[src/rtl/bfm_ram.sv]
`timescale 1ns / 1ps
// Generic single-write, single-read RAM with registered read data.
// No dependencies.
module bfm_ram #(
    parameter int WIDTH = 32,
    parameter int DEPTH = 64,
    parameter int AW    = (DEPTH > 1) ? $clog2(DEPTH) : 1
) (
    input  logic             i_clk,
    input  logic             i_we,
    input  logic [AW-1:0]    i_waddr,
    input  logic [WIDTH-1:0] i_wdata,
    input  logic [AW-1:0]    i_raddr,
    output logic [WIDTH-1:0] o_rdata
);

    logic [WIDTH-1:0] r_mem [DEPTH];
    logic [WIDTH-1:0] r_rdata;

    always_ff @(posedge i_clk) begin
        if (i_we) begin
            r_mem[i_waddr] <= i_wdata;
        end
        r_rdata <= r_mem[i_raddr];
    end

    assign o_rdata = r_rdata;

endmodule

[config.mk]
export PLATFORM = sky130hd
export DESIGN_NAME = bfm_ram
export DESIGN_NICKNAME = d
export VERILOG_FILES = /design/src/rtl/bfm_ram.sv
export SDC_FILE = /design/constraint.sdc
export NUM_CORES = 2
export LEC_CHECK = 0
export ABC_AREA = 0
export BUFFER_PORTS_ARGS = -buffer_cell sky130_fd_sc_hd__clkbuf_2
export CAP_MARGIN = 25
export CORE_MARGIN = 4
export CORE_UTILIZATION = 25
export CTS_CLUSTER_DIAMETER = 120
export DETAILED_ROUTE_END_ITERATION = 10
export PLACE_DENSITY_LB_ADDON = 0.3
export REMOVE_ABC_BUFFERS = 1
export SLEW_MARGIN = 20
export SYNTH_ARGS = -nofsm -noshare
export SYNTH_HDL_FRONTEND = slang
export SYNTH_SLANG_ARGS = --single-unit
[constraint.sdc]
create_clock -name i_clk -period 3.8 [get_ports i_clk]
set_clock_uncertainty 0.15 [all_clocks]
set_input_delay 0.76 -clock i_clk [delete_from_list [all_inputs] [get_ports i_clk]]
set_output_delay 0.76 -clock i_clk [all_outputs]
set_load 0.01 [all_outputs]
# ---- Word level (Yosys, flattened, before mapping)
# Memory sizes are Yosys's and may differ from the RTL's. A register that Yosys moved wholly into a read port is not among the register bits.
# Cells that the tools add are included.
dict set report classes {
  mux 2
}
# operator count
set ops {}
lappend ops {{$mux W1} 2}
dict set report totals {
  input_bits 46
  ff_bits 0
  wordCells 3
  n_memories 1
  ram_bits 2048
  out_inout_bits 32
}
# memory depth width rd rd_ports_with_merged_regs wr line_no
set mem_list {}
lappend mem_list {r_mem 64 32 1 1 1 17} ;# logic [WIDTH-1:0] r_mem [DEPTH];

# ---- Depth between registers and ports, before layout
dict set report logic_depth {
  word_depth 2
  ltp_mapped 10
  depth_no_buf 5
}

# ---- Worst setup path after synthesis
# OpenSTA, ideal clock, no wires.
dict set report synth_timing {
  kind {in2reg}
  startpoint {in i_waddr[3]}
  endpoint {mem r_mem[48][0] (enable)}
  cell_stages 4
  path_buffers 1
  setup_ps 461
  t_arrival_ps 3459
  t_required_ps 3189
  slack_ps -270
  cell_sequence {clkbuf_1 -> nor2b_1 -> nand4b_1 -> nor3_1}
}
# item line_no
set synth_lines {}
lappend synth_lines {{start: declaration} 11} ;# input logic [AW-1:0] i_waddr,
lappend synth_lines {{end: declaration} 17}
# No word-level cell before the write port.

==> run summary <==
Final hold vios: 0
CTS tree: built
Worst setup SP type: primary input
Worst slew pin tran: 1.01 ns
Status: finished clean
Uppermost routed layer: met5
Placer Congestion: 0.735
Cell area after placement: 86900 um^2
Final ANT Viol Nets: 0
Worst Setup End Kind: register
Std-Cell Rows: 205
Share of cells above drive strength 1: 32.7%
Pin count of the biggest net entering global routing: 65
Worst hold margin: 0.234 ns
WP data arrival: 3.27 ns
Area Growth Syn to Fin: 19.1%
Crit Path Max Fanout: 15
Synth area leader: edfxtp_1
Die width: 568 um
Post-CTS Resized: 0
CORE AREA: 312000 um^2
Most common cell after layout, fill and taps aside: edfxtp_1
Sequential area share after synthesis: 79.1%
YS warnings: 0
Setup Crit Path Kind: in2reg
Clk_lat worst skew: 0.84 ns
Synth Instances: 3324
Vias/cell: 4.69
Met2 wire length: 107000 um
CTS Buf Count: 205
Port Buf Inserts: 77
DP Wirelength: 129000 um
Total negative slack: 0 ns
Routed length per instance: 28.4 um
Number of global-route vias before repair: 38624
Minimum clock period: 2.73 ns
Final routed DRC violation total: 0
Final setup viols: 0
Post-route cell area: 93500 um^2
Pre-CTS setup slack: 0.101 ns
Fin. max-slew vios: 0
Drt pass-1 iters: 7
LEAKAGE: 28.7 nW
Rel. slew slack: 32.5%
Cell Pwr Density: 512 nW/um^2
Fmax: 367 MHz
Overall routed net length: 228000 um
Die H: 568 um
Clk root buf: clkbuf_16
Synth Area per Inst: 23.6 um^2
Period utilization: 71.7%
Met3 wire len: 16100 um
Total setup buffers inserted after CTS: 0
Max_cap viols: 0
R2r setup slk: 1.53 ns
H-Tree Depth: 4
Unique masters post-synth: 34
Peak VDD IR: 0.447 mV
DR iter-0 viols: 3746
Mapped Area: 78500 um^2
Yosys top cell area share: 78.3%
First-pass GRT wire length: 315000 um
Metal1 wirelength: 100000 um
RSZ-0062 raised after global routing: false
Vias: 37638
Worst min-delay path class: in2reg
Final worst slack: 1.07 ns
Num Clock Sinks: 2080
Starting Density: 25.2%
Total Power: 47.9 mW
Grt total ovfl: 0
Initial antenna violation count: 18
Synth area leaders: edfxtp_1 78%, mux4_2 16%, mux2i_1 1.2%, dfxtp_1 0.82%, o22ai_1 0.67%
Clock transition at path regs: 0.06 ns
Clock tree buffer depth: 3
CP required: 4.34 ns
Io pins: 78
Total GRT Usage: 13.8%
Final #Nets: 3757
Die area: 323000 um^2
Most frequent cells in the layout: 2048 x edfxtp_1, 544 x mux4_2, 208 x clkbuf_16
Synthesized flop and latch total: 2080
CTS Hold Bufs: 0
## synthesized netlist by cell type
library cell,number
a21oi_1,62
a22oi_1,12
a311oi_1,8
a31oi_1,1
a41o_1,4
and2_1,2
and3_1,4
buf_1,21
buf_2,57
buf_4,25
buf_6,5
clkbuf_1,74
dfxtp_1,32
edfxtp_1,2048
mux2i_1,93
mux4_2,544
nand2_1,26
nand2b_1,8
nand3_1,5
nand3b_1,5
nand4_1,2
nand4b_1,1
nor2_1,137
nor2b_1,15
nor3_1,7
o221ai_1,27
o22ai_1,84
o32ai_1,4
or2_0,1
or2_1,1
or2_2,1
or3_1,3
or3b_1,2
or3b_2,3
## kinds of logic (layout without fill, tap and decap cells)
| logic type | count (synthesis) | after routing | synth area share (%) |
|---|---|---|---|
| and+or+nand+nor | 223 | 223 | 1.27 |
| other | 0 | 5 | 0 |
| DFF | 2080 | 2080 | 79.1 |
| muxes | 637 | 637 | 16.8 |
| AOI/OAI and AO/OA | 202 | 202 | 1.67 |
| buffers and inverters | 182 | 739 | 1.13 |
## stage by stage
stage	std cells	util, %
after CTS	8018	29.9
after detailed placement	7641	27.8
after floorplan	3142	-
final	8026	30.0
after global placement	7633	27.8
after global routing	8022	30.0
## path summary, 6_finish.rpt
path,depth (start not counted),endpoint,startpoint
setup / recovery,7,o_rdata[16]$_DFF_P_,i_raddr[0]
hold / removal,1,r_mem[49][27]$_DFFE_PP_,i_wdata[27]
setup reg to reg,4,o_rdata[10]$_DFF_P_,r_mem[12][10]$_DFFE_PP_
hold reg to reg,4,o_rdata[20]$_DFF_P_,r_mem[29][20]$_DFFE_PP_
## state kept, by name, summed over array words and instances, names as in the netlist
| name | cells |
|---|---|
| o_rdata | 32 |
| r_mem | 2048 |
## metal layers
metal | global-route usage [%] | vias up
li1 | - | 15092
met1 | 19.5 | 21036
met2 | 21.9 | 1228
met3 | 3.26 | 270
met4 | 2.80 | 12
met5 | 0 | -
## critical path, cell delays in order
cell	delay, ns
buf_8	0.23
buf_12	0.26
buf_4	0.27
mux4_2	0.55
mux4_2	0.48
o22ai_1	0.52
nor2_1	0.11
## cell type report
cell class                 instances  area (um^2)
tap                             4140         5180
antenna                            5         12.5
fill                           29942       219000
timing repair buffer             362         3700
clock buffer                     264         5560
clock inverter                   113          988
multi-input combinational       1062        16000
sequential                      2080        62100
## report_power, final
group          switching, mW  leakage, nW  internal (mW)
registers              0.136         18.7           25.4
logic                   1.49         6.76          0.985
clock network           8.66         3.20           11.2
No activity file was read; power rests on OpenSTA's default activity.
