--- src/rtl/bfm_pkg.sv ---
`timescale 1ns / 1ps
// Shared types and constants for the Bloom filter membership block.
// No dependencies; imported by bloom_filter_membership_top and bfm_mix_unit.
package bfm_pkg;

    // Hash mix constants
    localparam logic [31:0] MIX_MUL  = 32'h5bd1_e995;
    localparam int          SHIFT_K  = 24;
    localparam int          SHIFT_H1 = 13;
    localparam int          SHIFT_H2 = 15;
    localparam logic [31:0] SEED_XOR = 32'd4;

    // Default sizing
    localparam int DEF_MAX_INDEX_BITS = 20;
    localparam int DEF_MAX_HASHES     = 64;

    // Configuration registers
    localparam int HASH_COUNT_W = 7;
    localparam int INDEX_BITS_W = 5;
    localparam int CFG_DATA_W   = 7;
    localparam int CFG_IDX_W    = 1;

    localparam logic [CFG_IDX_W-1:0] CFG_HASH_COUNT = 1'd0;
    localparam logic [CFG_IDX_W-1:0] CFG_INDEX_BITS = 1'd1;

    localparam logic [HASH_COUNT_W-1:0] HASH_COUNT_RST = 7'd1;
    localparam logic [INDEX_BITS_W-1:0] INDEX_BITS_RST = 5'd20;

    // Item modes
    typedef enum logic [1:0] {
        MODE_CLEAR  = 2'd0,
        MODE_LOAD   = 2'd1,
        MODE_INSERT = 2'd2,
        MODE_QUERY  = 2'd3
    } t_mode;

endpackage

--- src/rtl/bfm_mix_unit.sv ---
`timescale 1ns / 1ps
// Shared hash multiplier: registered 32-bit wrapping product by the mix constant.
// Depends on bfm_pkg.
module bfm_mix_unit (
    input  logic        i_clk,
    input  logic [31:0] i_operand,
    output logic [31:0] o_product
);
    import bfm_pkg::*;

    logic [31:0] r_product;

    always_ff @(posedge i_clk) begin
        r_product <= 32'(i_operand * MIX_MUL);
    end

    assign o_product = r_product;

endmodule

--- config.mk ---
export PLATFORM = sky130hd
export DESIGN_NAME = bfm_mix_unit
export DESIGN_NICKNAME = d
export VERILOG_FILES = /design/src/rtl/bfm_pkg.sv /design/src/rtl/bfm_mix_unit.sv
export SDC_FILE = /design/constraint.sdc
export NUM_CORES = 1
export LEC_CHECK = 0
export BUFFER_PORTS_ARGS = -buffer_cell sky130_fd_sc_hd__buf_2
export CAP_MARGIN = 20
export CORE_MARGIN = 2
export CORE_UTILIZATION = 60
export DETAILED_ROUTE_END_ITERATION = 10
export PLACE_DENSITY = 0.77
export SLEW_MARGIN = 20
export SYNTH_ARGS = -nofsm -noshare
export SYNTH_HDL_FRONTEND = slang
export SYNTH_SLANG_ARGS = --single-unit
--- constraint.sdc ---
create_clock -name i_clk -period 21.1 [get_ports i_clk]
set_input_delay 4.22 -clock i_clk [delete_from_list [all_inputs] [get_ports i_clk]]
set_output_delay 4.22 -clock i_clk [all_outputs]
set_load 0.01 [all_outputs]
* Word-level counts from Yosys, hierarchy flattened
Index checks and enable logic that the tools add are counted.
** Cells by class
- Add/subtract/negate cells :: 0
- Multipliers :: 1
- Div/mod/pow operators :: 0
- $lt $le $gt $ge :: 0
- Equality and inequality tests :: 0
- Shift-type cells :: 0
- Muxes and demuxes :: 0
- Bitwise operators :: 0
- Reductions and logical operators :: 0
** Operators with widths (count)
- $mul 32x31->32 const B :: 1
** Storage, ports and cells
- Flip-flop bits (word level) :: 32
- Bits in latches :: 0
- Bits in writable memories :: 0
- Memory bits (read-only) :: 0
- Bits of input ports :: 33
- Output and inout bits :: 32
- Word-level logic and storage cells :: 2
- Memories :: 0

* Logic depth before layout (Yosys ltp)
Gate-level depths: netlist (run 1).
- Word-level depth :: 1
- Depth in mapped cells :: 26
- Mapped depth without buffers :: 25

* Worst setup path before layout (run 1)
OpenSTA, ideal clock, no wires.
- Path type :: in2reg
- Start point :: input i_operand[8]
- End point :: register r_product[30], in the netlist o_product[30]
- Library setup time :: 0.072 ns
- Arrival :: 9.986 ns
- Data required time :: 21.028 ns
- Path slack :: 11.042 ns
- Cell stages on the path :: 25
- Buffers on the path :: 0
- Cell sequence :: inv_1 -> fa_1 -> inv_1 -> ha_1 -> inv_1 -> fa_1 -> inv_1 -> fa_1 -> inv_1 -> fa_1 -> inv_1 -> fa_1 -> fa_1 -> inv_1 -> fa_1 -> inv_1 -> ha_1 -> nand3_1 -> nor2_1 -> a221oi_1 -> o21ai_1 -> a41o_1 -> o311a_1 -> o41ai_2 -> xnor2_1
** On the way
- Longest elaborated chain between the ends :: 1
** RTL lines
- from (decl) :: RTL line bfm_mix_unit.sv:6 : input logic [31:0] i_operand,
- $mul 32x31->32 :: RTL line bfm_mix_unit.sv:14 : r_product <= 32'(i_operand * MIX_MUL);
- to (signal assigned) :: RTL line bfm_mix_unit.sv:14
- to (decl) :: RTL line bfm_mix_unit.sv:11 : logic [31:0] r_product;
Every way passes these cells.

* Worst setup path in the final report (run 1)
- Start point :: input i_operand[8]
- End point :: register r_product[31], in the netlist o_product[31]
Same word-level chain as after synthesis.

==> results of run 1 <==
## through the flow
| step | setup WS, ns | utilization | cells |
|---|---|---|---|
| floorplan | 11.04 | - | 978 |
| global placement | 10.48 | 0.647 | 1257 |
| detailed placement | 10.37 | 0.647 | 1257 |
| CTS | 10.65 | 0.658 | 1265 |
| global route | 10.28 | 0.658 | 1265 |
| finish | 10.60 | 0.658 | 1265 |
## routing by layer
| layer | wire length (um) | up-vias |
|---|---|---|
| li1 | - | 3048 |
| met1 | 8900 | 3116 |
| met2 | 10200 | 129 |
| met3 | 814 | 47 |
| met4 | 700 | 0 |
| met5 | 0 | - |
## logic make-up (layout without fill, tap and decap cells)
| group | Yosys count | count (layout) | share of synthesized area |
|---|---|---|---|
| buffers and inverters | 372 | 443 | 0.145 |
| AO/OA/AOI/OAI | 74 | 74 | 0.0526 |
| AND/OR/NAND/NOR | 45 | 45 | 0.0243 |
| adder cells (fa/ha/maj) | 397 | 397 | 0.658 |
| XOR/XNOR | 58 | 58 | 0.0529 |
| flip-flops | 32 | 32 | 0.0667 |
## placed cells by master, fill, tap and decap left out, types with 2 or more instances in the layout
| cell | Yosys | layout |
|---|---|---|
| inv_1 | 370 | 370 |
| ha_1 | 216 | 216 |
| fa_1 | 181 | 181 |
| buf_2 | 0 | 64 |
| xnor2_1 | 49 | 49 |
| dfxtp_1 | 32 | 32 |
| a21oi_1 | 19 | 19 |
| o21ai_0 | 12 | 12 |
| nor2_1 | 10 | 10 |
| a21o_1 | 10 | 10 |
| nand2_1 | 9 | 9 |
| nor3_1 | 9 | 9 |
| xor2_1 | 9 | 9 |
| a211oi_1 | 5 | 5 |
| nor2b_1 | 5 | 5 |
| clkbuf_16 | 0 | 5 |
| o21ai_1 | 4 | 4 |
| or3_1 | 3 | 3 |
| nand3_1 | 2 | 2 |
| nand2b_1 | 2 | 2 |
| a211o_1 | 2 | 2 |
| and2_1 | 2 | 2 |
| o211a_1 | 2 | 2 |
| o21a_1 | 2 | 2 |
## layout make-up
type                       count  share of cell area
clock inverter                 3             0.00446
inverter                     370               0.134
tap                          216              0.0261
timing repair buffer          65              0.0316
clock buffer                   5              0.0121
sequential                    32              0.0618
multi-input combinational    574               0.730
## how the worst min path moves through the flow
| stage | slack (ns) | end | from |
|---|---|---|---|
| 4_1_cts | 4.23 | o_product[1] | i_operand[1] |
| 3_3_place_gp | 4.53 | o_product[1] | i_operand[1] |
| 6_report | 4.23 | o_product[1] | i_operand[1] |
| 2_1_floorplan | 4.25 | o_product[0] | i_operand[0] |
| 5_1_grt | 4.24 | o_product[1] | i_operand[1] |
| 3_5_place_dp | 4.55 | o_product[1] | i_operand[1] |
==> results.py, run 1 <==
metrics = {
    "die": {
        "die_x_um": 131,
        "fp.coreArea_mm2": 0.0158,
        "ios": 65,
        "placementRows": 46,
        "fp.dieH_um": 131,
        "start_util": 0.609,
        "dieArea_mm2": 0.0170,
    },
    "routing": {
        "vias": 6340,
        "routed_wl_um": 20600,
        "detail_route.first_pass.iterations": 5,
        "postRouteAntennaNets": 0,
        "wire_per_inst_um": 16.3,
        "via_per_inst": 5.01,
        "drtIter0Drc": 287,
        "drcViolationCount": 0,
    },
    "critical_path": {
        "startpoint": "i_operand[8]",
        "slowest_delay_ns": 0.57,
        "cp_num_cells": 25,
        "cp_data_required_time_ns": 21.27,
        "cp_common_cell": "inv_1",
        "critical_path_class": "input pin to flip-flop",
        "path_buf_inv": 9,
        "worst_setup_path_start_kind": "input pin",
        "worstPathArrival_ns": 10.67,
        "slowest_stage": "fa_1",
        "worstSetupEndpoint": "o_product[31]",
        "worstSetupEndpointType": "flip-flop",
        "cp_top_family": "adder cells",
        "critPathMaxFanout": 9,
    },
    "logic_synthesis": {
        "async_reset_ff_frac": 0,
        "yosys-top-cells-count": "inv_1 (370), ha_1 (216), fa_1 (181)",
        "synth_top_area_frac": 0.377,
        "yosysWarningCount": 0,
        "yosysSeqAreaShare": 0.0667,
        "synth_cell_types": 44,
        "yosysMostFrequentCell": "inv_1",
        "syn_area_per_cell_um2": 9.83,
        "synth_edf_count": 0,
        "ys_dominant_reg_cell": "dfxtp_1",
        "synth_top_cell_by_area": "fa_1",
        "netlist_area_mm2": 0.00961,
        "syn_nets": 1408,
        "synth_cells": 978,
        "synth.top_cells.by_area": "fa_1 (38%), ha_1 (28%), inv_1 (14%)",
        "synth-seq-cells": 32,
    },
    "sta": {
        "drv_slew": 0,
        "rsz0062_at_grt": "no",
        "timing.final.crit_share": 0.498,
        "final.min_clock_period_ns": 10.50,
        "finalSetupViolations": 0,
        "fmax_mhz": 95.2,
        "relSlewSlack": 0.495,
        "worst_pin_slew_ns": 0.754,
        "finalHoldViolCount": 0,
        "fin_setup_tns_ns": 0,
        "hold_ws_ns": 4.23,
    },
    "global_route": {
        "grt_max_degree": 14,
        "antenna_found_initial": 0,
        "use_met2": 0.475,
        "grtUsageTotal": 0.271,
        "grt_pass1_wl_um": 34200,
        "met3_usage": 0.0318,
        "grt_overflow": 0,
        "grt_pass1_vias": 6952,
        "busiest_layer": "met2",
        "use_met1": 0.348,
    },
    "place": {
        "dpl_cell_area_mm2": 0.0102,
        "portBuffers": 64,
        "dp_hpwl_um": 18200,
        "gp_congestion": 0.944,
    },
    "clocking": {
        "clk_pin_slew_ns": 0.06,
        "ctsHoldBuffers": 0,
        "cts_root_buffer": "clkbuf_16",
        "cts_tree": "built",
        "clock_path_buffers": 2,
        "clock-sinks": 32,
        "htreeDepth": 2,
        "cts_setup_buffers": 0,
        "numCtsBuffers": 5,
        "ctsResizeCount": 0,
    },
    "min_path": {
        "hold_path.class": "input pin to flip-flop",
        "holdPathStages": 1,
    },
    "final_layout": {
        "area_growth_pct": 7.93,
        "multi_input_area_mm2": 0.00757,
        "fin_area_mm2": 0.0104,
        "largest_reg_flops": 32,
        "num-nets-final": 1478,
        "nFillCells": 1284,
        "n_antenna_cell": 0,
        "seq_area_um2": 641,
        "drive_above_1_share": 0.0782,
    },
    "job": {
        "cap_viol_max_count": 0,
    },
    "status": {
        "outcome": "completed",
    },
}
Power of run 1 is left out: the tool's default activity adds up to more than one toggle a clock period on the data nets, which glitch-free logic cannot reach.
==> inputs of run 2 (changes only) <==
==> constraint.sdc (replaced) <==
create_clock -name i_clk -period 9.9 [get_ports i_clk]
set_input_delay 1.98 -clock i_clk [delete_from_list [all_inputs] [get_ports i_clk]]
set_output_delay 1.98 -clock i_clk [all_outputs]
set_load 0.01 [all_outputs]
==> run 2 against run 1 <==
Compared with the run above: global-route usage hardly changed; clock-buffer cell count stayed put; wire length is 0.48% lower; cell count stayed put; critical path depth stayed put; setup slack worse by 9.0 ns; first-iteration DRC count is 24% lower.
==> results.py, run 2 (synthesized netlist as in run 1, its figures left out) <==
metrics = {
    "final_layout": {
        "layout_commonest_cell": "inv_1",
        "num-nets-final": 1478,
        "layout.cells.non_filler": 1265,
        "final_cell_mix": "inv_1 (370), ha_1 (216), fa_1 (181)",
        "nFillCells": 1294,
        "fin_area_mm2": 0.0104,
        "drive_above_1_share": 0.0782,
        "n_antenna_cell": 0,
        "area_growth_pct": 7.93,
        "largest_reg_flops": 32,
    },
    "die": {
        "placementRows": 46,
        "die_x_um": 131,
        "fp.dieH_um": 131,
        "ios": 65,
        "start_util": 0.609,
        "fp.coreArea_mm2": 0.0158,
        "dieArea_mm2": 0.0170,
    },
    "place": {
        "portBuffers": 64,
        "dpl_cell_area_mm2": 0.0102,
        "dp_cells": 1257,
        "gp_congestion": 0.946,
        "dp_hpwl_um": 18100,
    },
    "global_route": {
        "grt_overflow": 0,
        "grt_pass1_vias": 6956,
        "antenna_found_initial": 0,
        "grt_pass1_wl_um": 34300,
        "grtUsageTotal": 0.271,
        "met3_usage": 0.0301,
        "grt_max_degree": 14,
        "use_met2": 0.475,
        "busiest_layer": "met2",
        "use_met1": 0.352,
    },
    "sta": {
        "rsz0062_at_grt": "no",
        "drv_slew": 0,
        "fin_setup_tns_ns": 0,
        "fmax_mhz": 121,
        "finalHoldViolCount": 0,
        "relSlewSlack": 0.536,
        "timing.final.crit_share": 0.837,
        "worst_pin_slew_ns": 0.692,
        "finalSetupViolations": 0,
        "final.min_clock_period_ns": 8.29,
    },
    "clocking": {
        "clk_pin_slew_ns": 0.07,
        "clock-sinks": 32,
        "ctsHoldBuffers": 0,
        "numCtsBuffers": 5,
        "cts_setup_buffers": 0,
        "cts_tree": "built",
        "clock_path_buffers": 2,
        "htreeDepth": 2,
        "ctsResizeCount": 0,
        "cts_root_buffer": "clkbuf_16",
    },
    "routing": {
        "vias": 6389,
        "via_per_inst": 5.05,
        "detail_route.first_pass.iterations": 5,
        "wire_per_inst_um": 16.2,
        "drtIter0Drc": 219,
        "postRouteAntennaNets": 0,
        "drcViolationCount": 0,
        "routed_wl_um": 20500,
    },
    "critical_path": {
        "worstSetupEndpointType": "flip-flop",
        "worst_setup_path_start_kind": "input pin",
        "critical_path_class": "input pin to flip-flop",
        "critPathMaxFanout": 10,
        "cp_data_required_time_ns": 10.06,
        "worstPathArrival_ns": 8.45,
    },
    "min_path": {
        "worst_hold_path.endpoint": "o_product[1]",
        "worstHoldStart": "i_operand[1]",
        "holdPathStages": 1,
        "hold_path.class": "input pin to flip-flop",
    },
    "job": {
        "cap_viol_max_count": 0,
    },
    "status": {
        "outcome": "completed",
    },
}
-- run 2: worst max path at each step --
stage / depth (start not counted) / slack (ns) / to / startpoint
after global routing: 25 / 1.28 / o_product[31] / i_operand[8]
after floorplan: 25 / 2.08 / o_product[30] / i_operand[8]
final: 25 / 1.61 / o_product[31] / i_operand[9]
after detailed placement: 26 / 1.36 / o_product[30] / i_operand[9]
after global placement: 25 / 1.52 / o_product[31] / i_operand[8]
after CTS: 25 / 1.64 / o_product[31] / i_operand[9]
-- run 2: layout make-up --
| cell class | instances | area, um2 | area share |
|---|---|---|---|
| Clock inverter | 3 | 46.3 | 0.00446 |
| Multi-Input combinational cell | 574 | 7570 | 0.730 |
| Inverter | 370 | 1390 | 0.134 |
| Timing Repair Buffer | 65 | 328 | 0.0316 |
| Tap cell | 216 | 270 | 0.0261 |
| Sequential cell | 32 | 641 | 0.0618 |
| Clock buffer | 5 | 125 | 0.0121 |
-- run 2: through the flow --
step,worst slack [ns],hold WS [ns],utilization
finish,1.61,1.98,0.658
detailed placement,1.36,2.29,0.647
floorplan,2.08,2.01,-
global placement,1.52,2.29,0.647
CTS,1.64,1.97,0.658
global route,1.28,1.98,0.658
-- run 2: metal layers --
metal | wire [um] | vias up | share of wire
met3 | 845 | 43 | 0.041
met1 | 8880 | 3160 | 0.43
met5 | 0 | - | 0
met4 | 650 | 0 | 0.032
met2 | 10200 | 136 | 0.49
li1 | - | 3050 | -
-- run 2: critical path, cell delays in order --
cell and delay (ns):
buf_2 0.30, inv_1 0.15, fa_1 0.51, inv_1 0.04, ha_1 0.26, inv_1 0.05, fa_1 0.49, inv_1 0.06
fa_1 0.51, inv_1 0.06, fa_1 0.52, inv_1 0.05, fa_1 0.45, fa_1 0.49, inv_1 0.04, fa_1 0.47
inv_1 0.04, ha_1 0.33, nand3_1 0.13, nand2b_1 0.23, nor3_1 0.48, nor3_1 0.12, or3_1 0.37, o21ai_1 0.20
xnor2_1 0.09
Power of run 2 is left out for the same reason.
==> inputs of run 3 (changes only) <==
==> constraint.sdc (replaced) <==
create_clock -name i_clk -period 8.7 [get_ports i_clk]
set_input_delay 1.74 -clock i_clk [delete_from_list [all_inputs] [get_ports i_clk]]
set_output_delay 1.74 -clock i_clk [all_outputs]
set_load 0.01 [all_outputs]
==> run 3 against run 2 <==
Compared with the run above: via count about the same; cell count grew 0.24%; global-route usage grew 0.60 points; core utilization unchanged; setup slack worse by 0.92 ns; worst hold slack got worse by 0.24 ns; largest cell class unchanged.
==> results.py, run 3 (synthesized netlist as in run 1, its figures left out) <==
metrics = {
    "sta": {
        "fmax_mhz": 125,
        "finalSetupViolations": 0,
        "fin_setup_tns_ns": 0,
        "rsz0062_at_grt": "no",
        "relSlewSlack": 0.512,
        "hold_ws_ns": 1.74,
        "worst_pin_slew_ns": 0.728,
        "timing.final.crit_share": 0.920,
        "final.min_clock_period_ns": 8.01,
        "drv_slew": 0,
        "finalHoldViolCount": 0,
    },
    "die": {
        "ios": 65,
        "fp.coreArea_mm2": 0.0158,
        "start_util": 0.609,
        "fp.dieH_um": 131,
        "placementRows": 46,
        "dieArea_mm2": 0.0170,
        "die_x_um": 131,
    },
    "final_layout": {
        "largest_reg_flops": 32,
        "n_antenna_cell": 0,
        "fin_area_mm2": 0.0104,
        "final_cell_mix": "inv_1 (370), ha_1 (216), fa_1 (181)",
        "area_growth_pct": 7.93,
        "layout.cells.non_filler": 1268,
        "num-nets-final": 1481,
        "drive_above_1_share": 0.0808,
        "nFillCells": 1285,
        "layout_commonest_cell": "inv_1",
    },
    "global_route": {
        "grt_overflow": 0,
        "grtUsageTotal": 0.277,
        "antenna_found_initial": 0,
        "grt_pass1_wl_um": 35000,
        "grt_max_degree": 13,
        "grt_pass1_vias": 6983,
    },
    "status": {
        "outcome": "completed",
    },
    "critical_path": {
        "cp_common_cell": "inv_1",
        "slowest_delay_ns": 0.54,
        "critPathMaxFanout": 10,
        "worstSetupEndpointType": "flip-flop",
        "critical_path_class": "input pin to flip-flop",
        "worst_setup_path_start_kind": "input pin",
        "worstPathArrival_ns": 8.18,
        "slowest_stage": "fa_1",
        "cp_data_required_time_ns": 8.87,
    },
    "routing": {
        "drtIter0Drc": 263,
        "detail_route.first_pass.iterations": 4,
        "wire_per_inst_um": 16.5,
        "postRouteAntennaNets": 0,
        "routed_wl_um": 20900,
        "drcViolationCount": 0,
        "vias": 6390,
        "via_per_inst": 5.04,
    },
    "clocking": {
        "ctsResizeCount": 0,
        "cts_setup_buffers": 0,
        "clk_pin_slew_ns": 0.06,
        "htreeDepth": 2,
        "clock-sinks": 32,
        "cts_tree": "built",
        "ctsHoldBuffers": 0,
        "clock_path_buffers": 2,
        "cts_root_buffer": "clkbuf_16",
        "numCtsBuffers": 5,
    },
    "min_path": {
        "worstHoldStart": "i_operand[1]",
        "worst_hold_path.endpoint": "o_product[1]",
        "holdPathStages": 1,
        "hold_path.class": "input pin to flip-flop",
    },
    "job": {
        "cap_viol_max_count": 0,
    },
    "place": {
        "portBuffers": 64,
        "dp_hpwl_um": 18100,
        "dp_cells": 1260,
        "dpl_cell_area_mm2": 0.0102,
        "gp_congestion": 0.958,
    },
}
==> run 3: changes by cell type in the layout (fill, tap and decap cells not counted) <==
cell / change
bufinv_16: -1
clkinv_4: +1
inv_6: -1
buf_4: +3
clkinvlp_4: +1
==> run 3: cell type report <==
type                            instances  area (um2)  area share
Multi-Input combinational cell        574        7570       0.730
Timing Repair Buffer                   68         350      0.0338
Tap cell                              216         270      0.0261
Clock buffer                            5         125      0.0121
Clock inverter                          3        23.8     0.00229
Sequential cell                        32         641      0.0618
Inverter                              370        1390       0.134
==> run 3: worst max path at each step <==
stage	from	endpoint	slack, ns	depth (start not counted)
2_1_floorplan	i_operand[8]	o_product[30]	1.12	25
3_3_place_gp	i_operand[9]	o_product[31]	0.61	25
3_5_place_dp	i_operand[9]	o_product[31]	0.47	25
4_1_cts	i_operand[9]	o_product[31]	0.72	25
5_1_grt	i_operand[9]	o_product[31]	0.40	25
6_report	i_operand[9]	o_product[31]	0.69	25
==> run 3: worst max-delay path, delay by kind of cell <==
kind,cells,cell delay (ns)
buffers and inverters,9,0.76
adders and majority gates,9,4.02
and+or+nand+nor,5,1.36
xor gates and xnor gates,1,0.08
AOI/OAI and AO/OA,1,0.19
==> run 3: through the flow <==
step,worst slack [ns],utilization
3_3_place_gp,0.612,0.648
3_5_place_dp,0.471,0.648
2_1_floorplan,1.12,-
6_report,0.692,0.658
5_1_grt,0.396,0.658
4_1_cts,0.722,0.658
==> run 3: per-layer routing <==
metal	GRT usage	up-vias	share of wire
li1	-	3055	-
met1	0.351	3138	0.42
met2	0.476	148	0.49
met3	0.0419	49	0.047
met4	0.114	0	0.041
met5	0	-	0
Power of run 3 is left out for the same reason.
